==> src/sv/hsvsa_pkg.sv <==
// Shared types and constants of the HSV saturation adjust block.
// Used by hsvsa_div and hsv_saturation_adjust_core; depends on nothing else.
package hsvsa_pkg;

  // Pipelined divider: numerator, denominator and quotient widths.
  localparam int unsigned DIV_NW = 17;
  localparam int unsigned DIV_DW = 9;
  localparam int unsigned DIV_QW = 8;

  // Reciprocal division for the back conversion: q = (n * RECIP) >> RECIP_K.
  localparam int unsigned RECIP_K   = 22;
  localparam int unsigned RECIP_510 = 8224;
  localparam int unsigned RECIP_15K = 274;

  typedef struct packed {
    logic [7:0] blue;
    logic [7:0] green;
    logic [7:0] red;
  } rgb_t;

  typedef enum logic [2:0] {
    SEC_RED_YEL   = 3'd0,
    SEC_YEL_GRN   = 3'd1,
    SEC_GRN_CYAN  = 3'd2,
    SEC_CYAN_BLUE = 3'd3,
    SEC_BLUE_MAG  = 3'd4,
    SEC_MAG_RED   = 3'd5
  } sector_e;

endpackage

==> src/sv/hsvsa_div.sv <==
// Pipelined restoring divider, one quotient bit per register stage.
// Depends on hsvsa_pkg for its widths; the quotient must fit in DIV_QW bits.
module hsvsa_div (
  input  logic                           clk_i,
  input  logic                           en_i,
  input  logic [hsvsa_pkg::DIV_NW-1:0]   num_i,
  input  logic [hsvsa_pkg::DIV_DW-1:0]   den_i,
  output logic [hsvsa_pkg::DIV_QW-1:0]   quo_o
);

  localparam int unsigned QW = hsvsa_pkg::DIV_QW;
  localparam int unsigned DW = hsvsa_pkg::DIV_DW;

  logic [DW-1:0] rem_q [QW];
  logic [QW-1:0] lo_q  [QW];
  logic [QW-1:0] quo_q [QW];
  logic [DW-1:0] den_q [QW];

  for (genvar k = 0; k < QW; k++) begin : g_step
    logic [DW-1:0] rem_in;
    logic [QW-1:0] lo_in;
    logic [QW-1:0] quo_in;
    logic [DW-1:0] den_in;
    logic [DW:0]   trial;
    logic          ge;

    if (k == 0) begin : g_first
      // The upper numerator bits are already below the divisor.
      assign rem_in = num_i[hsvsa_pkg::DIV_NW-1:QW];
      assign lo_in  = num_i[QW-1:0];
      assign quo_in = '0;
      assign den_in = den_i;
    end else begin : g_next
      assign rem_in = rem_q[k-1];
      assign lo_in  = lo_q[k-1];
      assign quo_in = quo_q[k-1];
      assign den_in = den_q[k-1];
    end

    assign trial = {rem_in, lo_in[QW-1]};
    assign ge    = (trial >= {1'b0, den_in});

    always_ff @(posedge clk_i) begin
      if (en_i) begin
        rem_q[k] <= ge ? DW'(trial - {1'b0, den_in}) : trial[DW-1:0];
        lo_q[k]  <= {lo_in[QW-2:0], 1'b0};
        quo_q[k] <= {quo_in[QW-2:0], ge};
        den_q[k] <= den_in;
      end
    end
  end

  assign quo_o = quo_q[QW-1];

endmodule

==> src/sv/hsv_saturation_adjust_core.sv <==
// HSV saturation adjust: converts each RGB pixel to HSV, scales S, converts back.
// Depends on hsvsa_pkg and hsvsa_div.
//
// Usage:
//   Pixels enter on the s_axis request channel (tdata = red, green, blue from
//   the low byte up) and leave on the m_axis channel in the same packing, one
//   result per pixel, in order.
//   The saturation gain (unsigned Q2.GAIN_FRAC_BITS) is written on the cfg
//   channel, which is always ready; write it only while no pixel is in flight.
//   A gain of exactly 1.0 returns every pixel unchanged.
// Timing:
//   One pixel is accepted every cycle while the output is not stalled; the
//   depth is set by the two 8-stage pipelined dividers (saturation and hue)
//   plus the multiply and rounding stages.
// Reset:
//   rst_ni clears all stage valid bits and sets the gain to 1.0.
// Stall:
//   When m_axis_tready is low with a valid result, the whole pipeline holds and
//   s_axis_tready drops; nothing is lost or repeated.
module hsv_saturation_adjust_core #(
  parameter int unsigned GAIN_FRAC_BITS = 8
) (
  input  logic                        clk_i,
  input  logic                        rst_ni,
  input  logic                        s_axis_tvalid,
  output logic                        s_axis_tready,
  input  logic [23:0]                 s_axis_tdata,  // red_in, green_in, blue_in
  output logic                        m_axis_tvalid,
  input  logic                        m_axis_tready,
  output logic [23:0]                 m_axis_tdata,  // red_out, green_out, blue_out
  input  logic                        cfg_valid_i,
  output logic                        cfg_ready_o,
  input  logic [GAIN_FRAC_BITS+1:0]   cfg_data_i
);

  localparam int unsigned GW    = GAIN_FRAC_BITS + 2;
  localparam int unsigned SPW   = 8 + GW;
  localparam int unsigned BW    = GW + 10;
  localparam int unsigned ONE   = 1 << GAIN_FRAC_BITS;
  localparam int unsigned HALF  = 1 << (GAIN_FRAC_BITS - 1);
  localparam int unsigned NST   = 14;
  localparam int unsigned DST   = hsvsa_pkg::DIV_QW;  // stage of divider outputs
  localparam int unsigned ST_P1 = DST + 2;
  localparam int unsigned ST_R1 = DST + 4;
  localparam int unsigned NW    = hsvsa_pkg::DIV_NW;
  localparam int unsigned DW    = hsvsa_pkg::DIV_DW;

  // Gain register and bypass decision.
  logic [GW-1:0] gain_q;
  logic [GW-1:0] dev;
  logic [BW-1:0] dev_x;
  logic          bypass;

  assign cfg_ready_o = 1'b1;

  always_ff @(posedge clk_i or negedge rst_ni) begin
    if (!rst_ni) begin
      gain_q <= GW'(ONE);
    end else if (cfg_valid_i) begin
      gain_q <= cfg_data_i;
    end
  end

  assign dev    = (gain_q > GW'(ONE)) ? gain_q - GW'(ONE) : GW'(ONE) - gain_q;
  assign dev_x  = BW'(dev) * BW'(1000);
  assign bypass = (dev_x < BW'(ONE));

  // Global stall: everything advances unless a result is held.
  logic           en;
  logic [NST-1:0] vld_q;

  assign en            = !vld_q[NST-1] || m_axis_tready;
  assign s_axis_tready = en;

  always_ff @(posedge clk_i or negedge rst_ni) begin
    if (!rst_ni) begin
      vld_q <= '0;
    end else if (en) begin
      vld_q <= {vld_q[NST-2:0], s_axis_tvalid};
    end
  end

  // Pixel and value travel alongside the data stages.
  hsvsa_pkg::rgb_t pix_in;
  hsvsa_pkg::rgb_t pix_q [NST-1];
  logic [7:0]      v_q   [NST-1];
  logic            mxz_q [DST+1];
  logic            dfz_q [DST+1];

  assign pix_in = hsvsa_pkg::rgb_t'(s_axis_tdata);

  // Stage 0: max, min and divider operands.
  logic [7:0]          mx, mn, diff;
  logic signed [11:0]  hnum_raw;
  logic [10:0]         hnum;
  logic [NW-1:0]       ns_q, nh_q;
  logic [DW-1:0]       ds_q, dh_q;

  always_comb begin
    mx = pix_in.red;
    mn = pix_in.red;
    if (pix_in.green > mx) mx = pix_in.green;
    if (pix_in.blue > mx)  mx = pix_in.blue;
    if (pix_in.green < mn) mn = pix_in.green;
    if (pix_in.blue < mn)  mn = pix_in.blue;
    diff = mx - mn;
    priority if (mx == pix_in.red) begin
      hnum_raw = 12'(signed'({1'b0, pix_in.green})) - 12'(signed'({1'b0, pix_in.blue}));
    end else if (mx == pix_in.green) begin
      hnum_raw = 12'(signed'({1'b0, pix_in.blue})) - 12'(signed'({1'b0, pix_in.red}))
               + 12'(signed'({2'b0, diff, 1'b0}));
    end else begin
      hnum_raw = 12'(signed'({1'b0, pix_in.red})) - 12'(signed'({1'b0, pix_in.green}))
               + 12'(signed'({2'b0, diff, 2'b0}));
    end
    if (hnum_raw < 0) begin
      hnum = 11'(hnum_raw + 12'(signed'({1'b0, 11'(diff) * 11'd6})));
    end else begin
      hnum = hnum_raw[10:0];
    end
  end

  always_ff @(posedge clk_i) begin
    if (en) begin
      ns_q     <= NW'(diff) * NW'(510) + NW'(mx);
      ds_q     <= {mx, 1'b0};
      nh_q     <= NW'(hnum) * NW'(60) + NW'(diff);
      dh_q     <= {diff, 1'b0};
      pix_q[0] <= pix_in;
      v_q[0]   <= mx;
      mxz_q[0] <= (mx == 8'd0);
      dfz_q[0] <= (diff == 8'd0);
    end
  end

  for (genvar k = 1; k < NST - 1; k++) begin : g_side
    always_ff @(posedge clk_i) begin
      if (en) begin
        pix_q[k] <= pix_q[k-1];
        v_q[k]   <= v_q[k-1];
      end
    end
  end

  for (genvar k = 1; k <= DST; k++) begin : g_flag
    always_ff @(posedge clk_i) begin
      if (en) begin
        mxz_q[k] <= mxz_q[k-1];
        dfz_q[k] <= dfz_q[k-1];
      end
    end
  end

  // Stages 1 to 8: saturation and hue divisions.
  logic [7:0] qs, qh;

  hsvsa_div u_div_sat (
    .clk_i (clk_i),
    .en_i  (en),
    .num_i (ns_q),
    .den_i (ds_q),
    .quo_o (qs)
  );

  hsvsa_div u_div_hue (
    .clk_i (clk_i),
    .en_i  (en),
    .num_i (nh_q),
    .den_i (dh_q),
    .quo_o (qh)
  );

  // Stage M: gain, hue fold, sector.
  logic [7:0]          s_val, h_raw, h_fold, s2;
  logic [SPW-1:0]      s_prod, s_rnd;
  logic [SPW-GAIN_FRAC_BITS-1:0] s_scl;
  hsvsa_pkg::sector_e  sec;
  logic [4:0]          f_val;
  logic [7:0]          s2_q;
  hsvsa_pkg::sector_e  sec_q [4];
  logic [4:0]          f_q;

  always_comb begin
    s_val  = mxz_q[DST] ? 8'd0 : qs;
    h_raw  = dfz_q[DST] ? 8'd0 : qh;
    h_fold = (h_raw >= 8'd180) ? h_raw - 8'd180 : h_raw;
    s_prod = SPW'(s_val) * SPW'(gain_q);
    s_rnd  = s_prod + SPW'(HALF);
    s_scl  = s_rnd[SPW-1:GAIN_FRAC_BITS];
    s2     = (|s_scl[SPW-GAIN_FRAC_BITS-1:8]) ? 8'hFF : s_scl[7:0];
    priority if (h_fold >= 8'd150) begin
      sec = hsvsa_pkg::SEC_MAG_RED;   f_val = 5'(h_fold - 8'd150);
    end else if (h_fold >= 8'd120) begin
      sec = hsvsa_pkg::SEC_BLUE_MAG;  f_val = 5'(h_fold - 8'd120);
    end else if (h_fold >= 8'd90) begin
      sec = hsvsa_pkg::SEC_CYAN_BLUE; f_val = 5'(h_fold - 8'd90);
    end else if (h_fold >= 8'd60) begin
      sec = hsvsa_pkg::SEC_GRN_CYAN;  f_val = 5'(h_fold - 8'd60);
    end else if (h_fold >= 8'd30) begin
      sec = hsvsa_pkg::SEC_YEL_GRN;   f_val = 5'(h_fold - 8'd30);
    end else begin
      sec = hsvsa_pkg::SEC_RED_YEL;   f_val = h_fold[4:0];
    end
  end

  // Stage P1: saturation times hue fraction.
  logic [12:0] a_q, b_q;
  logic [7:0]  pc_q;
  logic        grey_q [4];

  always_ff @(posedge clk_i) begin
    if (en) begin
      s2_q      <= s2;
      sec_q[0]  <= sec;
      f_q       <= f_val;
      grey_q[0] <= (s2 == 8'd0);
      a_q       <= 13'd7650 - 13'(s2_q) * 13'(f_q);
      b_q       <= 13'd7650 - 13'(s2_q) * 13'(5'd30 - f_q);
      pc_q      <= 8'd255 - s2_q;
      sec_q[1]  <= sec_q[0];
      grey_q[1] <= grey_q[0];
    end
  end

  // Stage P2: scale by value and form rounding numerators.
  logic [16:0] np_q;
  logic [21:0] nq_q, nt_q;

  always_ff @(posedge clk_i) begin
    if (en) begin
      np_q      <= {16'(v_q[ST_P1]) * 16'(pc_q), 1'b0} + 17'd255;
      nq_q      <= {21'(v_q[ST_P1]) * 21'(a_q), 1'b0} + 22'd7650;
      nt_q      <= {21'(v_q[ST_P1]) * 21'(b_q), 1'b0} + 22'd7650;
      sec_q[2]  <= sec_q[1];
      grey_q[2] <= grey_q[1];
    end
  end

  // Stage R1: reciprocal estimates, at most one below the true quotient.
  logic [30:0] pp, pq, pt;
  logic [8:0]  ep_q, eq_q, et_q;
  logic [16:0] np2_q;
  logic [21:0] nq2_q, nt2_q;

  assign pp = 31'(np_q) * 31'(hsvsa_pkg::RECIP_510);
  assign pq = 31'(nq_q) * 31'(hsvsa_pkg::RECIP_15K);
  assign pt = 31'(nt_q) * 31'(hsvsa_pkg::RECIP_15K);

  always_ff @(posedge clk_i) begin
    if (en) begin
      ep_q      <= pp[30:hsvsa_pkg::RECIP_K];
      eq_q      <= pq[30:hsvsa_pkg::RECIP_K];
      et_q      <= pt[30:hsvsa_pkg::RECIP_K];
      np2_q     <= np_q;
      nq2_q     <= nq_q;
      nt2_q     <= nt_q;
      sec_q[3]  <= sec_q[2];
      grey_q[3] <= grey_q[2];
    end
  end

  // Stage R2: correct estimates, pick channels, output register.
  logic [16:0] rp;
  logic [21:0] rq, rt;
  logic [7:0]  p_v, q_v, t_v, v_v;
  hsvsa_pkg::rgb_t res, out_q;

  always_comb begin
    rp  = np2_q - 17'(ep_q) * 17'd510;
    rq  = nq2_q - 22'(eq_q) * 22'd15300;
    rt  = nt2_q - 22'(et_q) * 22'd15300;
    p_v = 8'(ep_q) + 8'(rp >= 17'd510);
    q_v = 8'(eq_q) + 8'(rq >= 22'd15300);
    t_v = 8'(et_q) + 8'(rt >= 22'd15300);
    v_v = v_q[ST_R1];
    unique case (sec_q[3])
      hsvsa_pkg::SEC_RED_YEL:   res = '{red: v_v, green: t_v, blue: p_v};
      hsvsa_pkg::SEC_YEL_GRN:   res = '{red: q_v, green: v_v, blue: p_v};
      hsvsa_pkg::SEC_GRN_CYAN:  res = '{red: p_v, green: v_v, blue: t_v};
      hsvsa_pkg::SEC_CYAN_BLUE: res = '{red: p_v, green: q_v, blue: v_v};
      hsvsa_pkg::SEC_BLUE_MAG:  res = '{red: t_v, green: p_v, blue: v_v};
      default:                  res = '{red: v_v, green: p_v, blue: q_v};
    endcase
    if (grey_q[3]) begin
      res = '{red: v_v, green: v_v, blue: v_v};
    end
    if (bypass) begin
      res = pix_q[ST_R1];
    end
  end

  always_ff @(posedge clk_i) begin
    if (en) begin
      out_q <= res;
    end
  end

  assign m_axis_tvalid = vld_q[NST-1];
  assign m_axis_tdata  = out_q;

endmodule
==> config.mk <==
export PLATFORM = sky130hd
export DESIGN_NAME = hsv_saturation_adjust_core
export DESIGN_NICKNAME = d
export VERILOG_FILES = /design/src/sv/hsvsa_pkg.sv /design/src/sv/hsvsa_div.sv /design/src/sv/hsv_saturation_adjust_core.sv
export SDC_FILE = /design/constraint.sdc
export NUM_CORES = 2
export LEC_CHECK = 0
export ABC_AREA = 1
export BUFFER_PORTS_ARGS = -buffer_cell sky130_fd_sc_hd__buf_2
export CORE_UTILIZATION = 54
export CTS_BUF_LIST = sky130_fd_sc_hd__clkbuf_4 sky130_fd_sc_hd__clkbuf_8
export DETAILED_ROUTE_END_ITERATION = 16
export GPL_TIMING_DRIVEN = 0
export PLACE_DENSITY = 0.69
export SLEW_MARGIN = 20
export SYNTH_ARGS = -nofsm -noshare
export SYNTH_HDL_FRONTEND = slang
export SYNTH_SLANG_ARGS = --single-unit
==> constraint.sdc <==
create_clock -name clk_i -period 31.3 [get_ports clk_i]
set_clock_uncertainty 0.05 [all_clocks]
set_input_delay 0 -clock clk_i [delete_from_list [all_inputs] [get_ports clk_i]]
set_output_delay 0 -clock clk_i [all_outputs]
set_load 0.01 [all_outputs]
# After elaboration in Yosys (flattened, before gate mapping)
# Memories as Yosys holds them, arrays and structs flattened.
# Cells that the tools add are included.
# W data, S select, Z words.
# word_totals
mem_count	14
rom_bits	0
register_bits	294
latchBits	0
inputBits	39
ramBits	978
# memory_table
memory	words	width	rd	rd_ports_with_merged_regs	write_ports	line	text
pix_q	13	24	13	0	13	hsv_saturation_adjust_core.sv:85	hsvsa_pkg::rgb_t pix_q [NST-1];
v_q	13	8	13	0	13	hsv_saturation_adjust_core.sv:86	logic [7:0] v_q [NST-1];
u_div_hue.den_q	8	9	7	0	8	hsvsa_div.sv:17	logic [DW-1:0] den_q [QW];
u_div_hue.rem_q	8	9	7	0	8	hsvsa_div.sv:14	logic [DW-1:0] rem_q [QW];
u_div_sat.den_q	8	9	7	0	8	hsvsa_div.sv:17	
u_div_sat.rem_q	8	9	7	0	8	hsvsa_div.sv:14	
+8 memories	--	--	--	--	--	--	
# op_classes
n_lt_le_gt_ge	32
n_reduce_logical	7
bitwise_logic	0
muxes	43
eq_ne	6
div	0
mul	16
shift	0
n_addsub	47
# op_table
cell	n
$ge A10 B9 Y1	16
$mux W9	16
$sub A9 B9 Y9	16
$pmux W24 S5	1
$mux W8	8
$mul A22 B8 Y30 const B	2
$mux W24	2
$add A22 B13 Y22 const B	2
$ge A22 B14 Y1 const B	2
$sub A22 B22 Y22	2
$mul A8 B13 Y21	2
$mul A9 B12 Y20 const B	2
$add A17 B8 Y17	2
$sub A8 B8 Y9	3
$mul A17 B9 Y26 const B	1
$sub A13 B13 Y13 const A	2
$mux W5	5
$sub A5 B5 Y5 const B	5
$add A8 B1 Y8	3
$logic_not A8 Y1	3
$mux W12	2
$lt A20 B9 Y1 const B	1
$add A18 B8 Y18 const B	1
$mul A8 B10 Y18	1
other kinds (41)	51

# Longest topological paths before layout
# depth
depth_word	12
mapped_depth	72
mapped_depth_nobuf	69

# Hierarchy
# A second synthesis with hierarchy kept.
# unflattened
hier_cells	7991
hier_area_um2	79675.2
# modules_own_cells
module	cells_each	n_inst	area_each_um2	seq_area_each_um2
hsv_saturation_adjust_core	5758	1	58702.6	21592.0
hsvsa_div at u_div_sat	1119	1	10496.3	5705.5
hsvsa_div at u_div_hue	1114	1	10476.3	5705.5

# Worst setup path after synthesis
# OpenSTA, ideal clock, no wires.
# synth_path
path_type	reg-to-reg
startpoint	reg vld_q[13]
endpoint	reg vld_q[11]
required_ps	30062
t_arrival_ps	28367
synth_period_minus_slack_ps	29605
stages_incl_launch_ff	4
slack_ps	1695
setup_ps	1188
path_cell_list	dfrtp_1 > nand2_1 > clkbuf_1 > a21oi_1
# synth_between
elab_chain_cells	2
# synth_lines
item	line	text
start, declared	hsv_saturation_adjust_core.sv:70	logic [NST-1:0] vld_q;
start signal, assigned	hsv_saturation_adjust_core.sv:79	vld_q <= {vld_q[NST-2:0], s_axis_tvalid};
$logic_not A1 Y1	hsv_saturation_adjust_core.sv:72	assign en = !vld_q[NST-1] || m_axis_tready;
$logic_or A1 B1 Y1	hsv_saturation_adjust_core.sv:72	
net s_axis_tready	hsv_saturation_adjust_core.sv:26	output logic s_axis_tready,
# The timed path passes the listed nets, and every way through them passes these cells.
# A chain may end at the register's enable or synchronous reset.

# Worst setup path in the final report
# layout_path
startpoint	in s_axis_tdata[10]
endpoint	reg nh_q[16], data pin
# layout_between
elab_chain_cells	12
# layout_lines
item	line	text
start, declared	hsv_saturation_adjust_core.sv:27	input logic [23:0] s_axis_tdata,
$gt A8 B8 Y1	hsv_saturation_adjust_core.sv:102	if (pix_in.green > mx) mx = pix_in.green;
$mux W8 *	hsv_saturation_adjust_core.sv:102	
$gt A8 B8 Y1	hsv_saturation_adjust_core.sv:103	if (pix_in.blue > mx) mx = pix_in.blue;
$mux W8 *	hsv_saturation_adjust_core.sv:103	
net mx[1]	hsv_saturation_adjust_core.sv:93	logic [7:0] mx, mn, diff;
$sub A8 B8 Y8 *	hsv_saturation_adjust_core.sv:106	diff = mx - mn;
net diff[7]	hsv_saturation_adjust_core.sv:93	
branches (longest 6 deep; another with $mul A11 B4 Y15)	--	
$add A17 B8 Y17 *	hsv_saturation_adjust_core.sv:127	nh_q <= NW'(hnum) * NW'(60) + NW'(diff);
end signal, assigned	hsv_saturation_adjust_core.sv:127	
end, declared	hsv_saturation_adjust_core.sv:96	logic [NW-1:0] ns_q, nh_q;
# Mark *: on every way through the listed nets, which the timed path passes.

==> out/results.txt <==
Yosys top cell area share -> 0.405
commonest cells in the netlist -> inv_1 (1,496), edfxtp_1 (988), nand2_1 (934)
Synth async-reset ratio -> 0.0237
clock sink count -> 1,012
All-Layer GR Usage -> 0.214
crit-path leading delay family -> simple AND/OR/NAND/NOR gates
Slew Limit Fails -> 0
DRT iter0 DRCs -> 2,472
routed wire length -> 142 mm
Vias -> 47,500
critical path class -> input pin to register
critical path startpoint category -> input pin
Worst Path Max Fanout -> 10
sequential fraction of the synthesis area -> 0.413
count leader, synth -> inv_1
PortBufs -> 63
setup bufs post-CTS -> 0
final setup fails -> 0
Post-synth top flop -> edfxtp_1
multi-input logic area -> 36,800 um2
register area -> 30,300 um2
Placement Setup Slack -> 19.67 ns
gate count after technology mapping -> 7,055
Fillers -> 10,900
post_cts resized -> 0
Final Worst Setup Slack -> 19.99 ns
layout cell share with drive strength beyond 1 -> 0.0650
DIE WIDTH -> 370 um
Layout area overhead -> 10.3%
core footprint -> 134,000 um2
hold buffers post-CTS -> 96
fin crit share -> 0.361
global route overflow -> 0
NumNets Final -> 8,796
Routed Antenna Nets -> 0
post-route core utilization -> 0.603
synth top area cells -> edfxtp_1 (40%), ha_1 (15%), fa_1 (13%)
DP Area -> 76,300 um2
Synth Register Bits -> 1,012
WP data required -> 31.87 ns
CTS tree -> yes
final number of hold-violating endpoints -> 0
Post-Syn Area -> 73,300 um2
Skew-Pair Late Insertion Delay -> 0.88 ns
fin area -> 80,800 um2
CTS H-tree lvls -> 4
worst stage delay on the critical path -> 0.75 ns
vias in the first global route -> 49,400
Synth Net Count -> 8,451
leading area contributor after synthesis -> edfxtp_1
area of the die -> 137,000 um2
antenna violations before repair -> 1
TritonRoute pass-1 iters -> 5
GPL Wtd Cong -> 0.922
first-pass GRT wire length -> 237 mm
via/cell ratio -> 5.11
clock-pin slew on the worst setup and hold paths -> 0.06 ns
Syn Area/Cell -> 10.4 um2
Clock Path Buffers -> 3
HP Class -> input pin to register
MaxCap Viol Count -> 0
RSZ-0062 raised after global routing -> no
Worst-Margin Slew -> 1.09 ns
Buf+Inv Stages, Crit Path -> 13
# rows -> 134
Initial Util -> 0.547
Synth Warn # -> 0
die height -> 370 um
status -> completed
CP Capture Type -> register
Final HPWL DP -> 111 mm
slew margin rel. -> 0.270
WL/cell -> 15.3 um
number of synthesized flops with an enable pin -> 988
crit path DAT -> 11.88 ns
Hold Slack -> 0.226 ns
Fmax achieved -> 88.4 MHz
crit-path most repeated cell -> inv_1
Critical-path top delay cell -> xnor2_1
post-layout min period -> 11.31 ns
DR DRC count -> 0
CTS Root Cell -> clkbuf_8
num ports -> 66
total CTS buffers -> 163
Yosys cell types -> 69
largest net degree at the start of global routing -> 60
-- registers in the layout (all words and copies together) (netlist names), 21 cells and up --
signal           cells
pix_q              312
v_q                 96
u_div_hue.rem_q     63
u_div_sat.rem_q     63
u_div_hue.den_q     44
u_div_hue.quo_q     36
u_div_sat.quo_q     36
u_div_hue.lo_q      26
m_axis_tdata        24
nq_q                21
u_div_sat.lo_q      21
-- area by class of cell --
class,instances,share of cell area
Multi-Input combinational cell,4418,0.456
Antenna cell,1,0.0000310
Clock inverter,87,0.0111
Sequential cell,1012,0.375
Buffer,119,0.00658
Timing Repair Buffer,180,0.0221
Clock buffer,215,0.0326
Tap cell,1768,0.0274
Inverter,1506,0.0700
-- final timing paths --
path	startpoint	cells past startpoint	end	slack, ns
worst max-delay path	s_axis_tdata[10]	61	nh_q[16]	19.99
worst min-delay path	m_axis_tready	6	vld_q[5]	0.23
worst min register to register	u_div_sat.quo_q[1][11]	0	u_div_sat.quo_q[2][4]	0.35
min in group asynchronous	rst_ni	4	gain_q[5]	0.24
max in group asynchronous	rst_ni	4	gain_q[3]	30.57
worst max register to register	ep_q[4]	35	m_axis_tdata[12]	22.85
-- placed cells by master (no fill, tap or decap), types with 9 or more instances in the layout --
cell           instances
inv_1               1496
edfxtp_1             988
nand2_1              934
ha_1                 877
fa_1                 480
a21oi_1              471
nor2_1               446
xor2_1               311
o21ai_0              195
clkbuf_8             163
nand3_1              134
xnor2_1              134
dlygate4sd3_1         96
clkbuf_1              87
buf_2                 69
o21bai_1              60
clkbuf_4              53
clkinv_1              41
nand2_2               34
nor3_1                34
o211ai_1              30
or2_2                 30
nand4_1               27
dfrtp_1               23
clkinv_2              21
a21o_1                20
o21a_1                20
clkbuf_2              18
nand3b_1              16
o21ai_1               14
nor4_1                14
buf_16                14
a211oi_1              13
bufinv_16             10
and2_1                 9
-- routing by layer --
metal,wire [um],up-vias,share of wire,global-route usage
met5,0,-,0,0
met4,6020,0,0.042,0.0993
met3,4980,304,0.035,0.0270
met2,74000,937,0.52,0.394
met1,57400,22600,0.40,0.246
li1,-,23700,-,-
-- worst reg2reg max path, delay by kind of cell, from the launching register on --
| family | cells | cell delay (ns) |
|---|---|---|
| adders and majority gates | 8 | 3.25 |
| AOI/OAI and AO/OA | 14 | 2.37 |
| xor gates and xnor gates | 2 | 0.91 |
| and+or+nand+nor | 7 | 0.76 |
| DFF | 1 | 0.63 |
| buffers and inverters | 4 | 0.25 |
-- per-stage QoR --
stage	std cells	TNS (ns)
floorplan	7055	0
global placement	8886	-6907.82
detailed placement	8906	0
CTS	9304	0
global route	9306	0
finish	9306	0
-- kinds of logic (layout without fill, tap and decap cells) --
kind of cell    after synthesis  count (layout)  share of synthesized area
simple gates               1717            1717                     0.0983
buf+inv                    1625            2107                     0.0844
fa+ha+maj                  1357            1357                      0.281
flops                      1012            1012                      0.413
compound gates              894             894                     0.0690
xor+xnor                    449             449                     0.0541
other cells                   1               2                  0.0000512
Power is not shown: default switching activity piles up to over one toggle a cycle in this logic, so the estimate is an artifact.
